==> src/design/sipq_pkg.sv <==
`default_nettype none
// ----------------------------------------------------------------------------
// sipq_pkg
// Types, constants and status codes for the sorted insert priority queue.
// ----------------------------------------------------------------------------
package sipq_pkg;

  localparam int DEPTH     = 64;
  localparam int KEY_WIDTH = 32;
  localparam int CNT_WIDTH = $clog2(DEPTH + 1);
  localparam int OCC_WIDTH = 7;
  localparam int ST_WIDTH  = 2;

  typedef logic signed [KEY_WIDTH-1:0] key_t;
  typedef logic [CNT_WIDTH-1:0]        cnt_t;

  localparam logic OP_ENQ = 1'b0;
  localparam logic OP_DEQ = 1'b1;

  localparam logic [ST_WIDTH-1:0] ST_OK    = 2'd0;
  localparam logic [ST_WIDTH-1:0] ST_EMPTY = 2'd1;
  localparam logic [ST_WIDTH-1:0] ST_FULL  = 2'd2;

  typedef struct packed {
    logic opcode;
    key_t key_in;
  } in_item_t;

  typedef struct packed {
    key_t                 key_out;
    logic [ST_WIDTH-1:0]  status;
    logic [OCC_WIDTH-1:0] occupancy;
  } out_item_t;

  typedef struct packed {
    logic enq;
    logic deq;
    logic order_mode;
    key_t key;
    cnt_t count;
  } cell_ctrl_t;

endpackage
`default_nettype wire

==> src/design/sipq_cell.sv <==
`default_nettype none
// ----------------------------------------------------------------------------
// sipq_cell
// One slot of the sorted store: compares the broadcast key with its own entry,
// shifts toward the back on insert and toward the front on removal.
// ----------------------------------------------------------------------------
module sipq_cell #(
  parameter int INDEX = 0
) (
  input  wire                    clk,
  input  sipq_pkg::cell_ctrl_t   ctrl,
  input  sipq_pkg::key_t         left_key,
  input  wire                    left_pass,
  input  sipq_pkg::key_t         right_key,
  input  wire                    right_pass,
  output sipq_pkg::key_t         key,
  output logic                   pass
);

  logic occupied;
  logic ahead;
  logic writable;

  assign occupied = sipq_pkg::CNT_WIDTH'(INDEX) < ctrl.count;
  assign writable = sipq_pkg::CNT_WIDTH'(INDEX) <= ctrl.count;
  assign ahead    = ctrl.order_mode ? (ctrl.key > key) : (ctrl.key < key);
  // new key moves past this entry and every entry behind it
  assign pass     = (!occupied || ahead) && right_pass;

  always_ff @(posedge clk) begin
    if (ctrl.enq && pass && writable) begin
      key <= left_pass ? left_key : ctrl.key;
    end else if (ctrl.deq) begin
      key <= right_key;
    end
  end

endmodule
`default_nettype wire

==> config.mk <==
export PLATFORM = sky130hd
export DESIGN_NAME = sipq_cell
export DESIGN_NICKNAME = d
export VERILOG_FILES = /design/src/design/sipq_pkg.sv /design/src/design/sipq_cell.sv
export SDC_FILE = /design/constraint.sdc
export NUM_CORES = 1
export LEC_CHECK = 0
export ABC_CLOCK_PERIOD_IN_PS = 3830
export BUFFER_PORTS_ARGS = -buffer_cell sky130_fd_sc_hd__buf_2
export CAP_MARGIN = 10
export CORE_MARGIN = 4
export CORE_UTILIZATION = 42
export DETAILED_ROUTE_END_ITERATION = 8
export PLACE_DENSITY = 0.78
export SYNTH_ARGS = -nofsm -noshare
export SYNTH_HDL_FRONTEND = slang
export SYNTH_SLANG_ARGS = --single-unit
==> constraint.sdc <==
create_clock -name clk -period 3.83 [get_ports clk]
set_clock_uncertainty 0.2 [all_clocks]
set_input_delay 0.5745 -clock clk [delete_from_list [all_inputs] [get_ports clk]]
set_output_delay 0.5745 -clock clk [all_outputs]
set_load 0.01 [all_outputs]
==> impl_metrics.tcl <==
set metrics [dict create \
    dp_cells 443 \
    crit_buf_inv 2 \
    crit_arrival_ps 2840 \
    grtUsageTotal 0.159 \
    clk_latency_ps 270 \
    cts_max_level 2 \
    timing.final.crit_period_ps 3620 \
    met1_usage 0.192 \
    largest_register_ff_count 32 \
    largest_register "key" \
    hp-class "primary input to flip-flop" \
    synth_compound_area_frac 0.0671 \
    cp_top_family "compound AO/OA/AOI/OAI gates" \
    first_pass_iters 4 \
    total_power_uw 1090 \
    crit_path_end_kind "primary output" \
    drtAntennaViolNets 0 \
    utilization 0.572 \
    die_x_um 89.1 \
    ioPinCount 142 \
    synth_fp_nets 369 \
    top_regs "key (32)" \
    multi_input_area_sq_um 1600 \
    post_cts_resized 0 \
    route.detailed.drc 0 \
    worst-slew-pin-transition_ps 757 \
    grt_pass1_vias 2148 \
    critPathRequiredTime_ps 3060 \
    drv_cap 0 \
    nets 514 \
    cts.path.max_buffers 2 \
    wl_per_cell_um 14.7 \
    ys_types 31 \
    reg2reg_slack_ps 460 \
    final_common_cell "buf_2" \
    clock-sinks 32 \
    slew_headroom 0.495 \
    drtIter0Drc 35 \
    yosysSeqAreaShare 0.348 \
    synth_top_family_by_area "multiplexers" \
    dr_total_vias 2228 \
    cts_hold_buf 0 \
    ys.warnings.count 0 \
    status "finished clean" \
    netlist_instances 228 \
    cts_root_buf "clkbuf_8" \
    antenna_found_initial 0 \
    crit_path_start_kind "primary input" \
    rsz0062_at_grt "false" \
    rows 29 \
    drive_gt1_frac 0.584 \
    via_per_inst 4.95 \
    clk_pin_slew_ps 70 \
    die_h_um 89.1 \
    cts_setup_buffers 0 \
    netlist_area_sq_um 2760 \
    dp_hpwl_um 5470 \
    grt_max_degree 34 \
    worstPathCellList "buf_2 -> ha_1 -> a21o_1 -> a21o_1 -> a2111oi_0 -> a31oi_1 -> a211o_1 -> and3_1 -> buf_2" \
    die-area_sq_um 7930 \
    synthMuxAreaShare 0.296 \
    maxSlewViolCount 0 \
    cts_buffers 5 \
    cpPeakStageDelay_ps 580 \
    finalNonFillerCells 450 \
    hold_viol 0 \
    nFillCells 545 \
    final_cell_mix "141 x buf_2, 34 x inv_1, 34 x mux2_2" \
    grt_pass1_wl_um 9800 \
    fp.coreArea_sq_um 6350 \
    cts_tree "built" \
    top_usage_layer "met2" \
    initial_core_util 0.435 \
    io_buffers 141 \
    cpMaxStageDelayCell "a2111oi_0" \
    wl_um 6620 \
    crit_type "primary input to primary output" \
    synthAdderAreaFrac 0.145 \
    syn_to_final_growth_pct 31.7 \
    use_met3 0.0286 \
    overflow 0 \
    fin_tns_setup_ps 0 \
    globalRouteMet2Util 0.292 \
    yosys.area_share.simple 0.0698 \
    place.gp.congestion 0.767 \
    power_density_nw_per_um2 300 \
    crit_fanout 2 \
    diodes 0 \
    setup_viol 0 \
    p_leak_uw 0.00191 \
    vdd_ir_drop_max_mv 0.248 \
    fmax_mhz 277 \
    yosys.area_share.xor_xnor 0 \
    synth-seq-cells 32 \
    syn_avg_cell_area_sq_um 12.1 \
    register_area_sq_um 961 \
    finalCritPeriodShare 0.944 \
]
[final cells by class]
type,count,area share
clock buffer,6,0.0200
clock inverter,1,0.00138
timing repair buffer,145,0.213
inverter,34,0.0351
tap,77,0.0265
multi-input combinational,155,0.440
sequential,32,0.264
[synth_stat cells]
cell | count | area share
a21o_1 | 5 | 0.014
ha_1 | 32 | 0.15
a221oi_1 | 2 | 0.0063
o21ai_0 | 4 | 0.0073
o31ai_2 | 1 | 0.0045
nor2_1 | 2 | 0.0027
or4_4 | 1 | 0.0041
mux2_2 | 34 | 0.14
nor3_1 | 2 | 0.0036
inv_1 | 34 | 0.046
nor2b_1 | 1 | 0.0023
a31oi_1 | 1 | 0.0023
clkbuf_1 | 4 | 0.0054
nand3_1 | 3 | 0.0054
a21oi_1 | 10 | 0.018
or4_1 | 1 | 0.0027
mux2_4 | 29 | 0.16
nor4_1 | 1 | 0.0023
o211ai_1 | 1 | 0.0027
nand2_1 | 8 | 0.011
o2bb2ai_1 | 1 | 0.0032
nand4_1 | 8 | 0.018
a211o_1 | 1 | 0.0032
edfxtp_1 | 32 | 0.35
buf_12 | 3 | 0.022
nand3b_1 | 2 | 0.0054
and3_1 | 1 | 0.0023
nand4_4 | 1 | 0.0077
nand2b_1 | 1 | 0.0023
a2111oi_0 | 1 | 0.0032
o31ai_1 | 1 | 0.0027
[through the flow]
stage / setup slack, ps / area [sq um] / hold slack [ps]
after floorplan: 10.8 / 2760 / 592
after global placement: 259 / 3560 / 675
after detailed placement: 179 / 3560 / 678
after CTS: 209 / 3630 / 393
after global routing: 124 / 3630 / 390
final: 214 / 3630 / 399
[where the power goes]
group          total [uW]  internal [uW]  switching [uW]
Sequential            455            436            18.7
Clock                 242            123             118
Combinational         392            212             180
[worst paths after layout]
path,cells past startpoint,to,startpoint
max reg2reg,11,key[19]$_DFFE_PP_,key[13]$_DFFE_PP_
min,2,key[11]$_DFFE_PP_,right_key[11]
max,9,pass,ctrl[20]
min reg2reg,8,key[1]$_DFFE_PP_,key[31]$_DFFE_PP_
[metal layers]
layer  vias to the layer above  routed length, um
li1                       1140                  -
met1                      1010               2640
met2                        74               3450
met3                         4                474
met4                         0                 55
met5                         -                  0
[logic make-up (layout without fill, tap and decap cells)]
| kind of cell | after synthesis | in the layout |
|---|---|---|
| mux | 63 | 63 |
| buf+inv | 41 | 186 |
| fa+ha+maj | 32 | 32 |
| flops | 32 | 32 |
| simple gates | 32 | 32 |
| compound gates | 28 | 28 |
[worst register-to-register path: stages, from the launching register on]
cell and delay, ps:
edfxtp_1 390, inv_1 70, ha_1 230, a21o_1 180, a21o_1 170, a2111oi_0 580
a31oi_1 230, o2bb2ai_1 310, nand4_4 170, buf_12 200, nand2b_2 100, buf_12 210
Power figures use the tool's default switching activity.
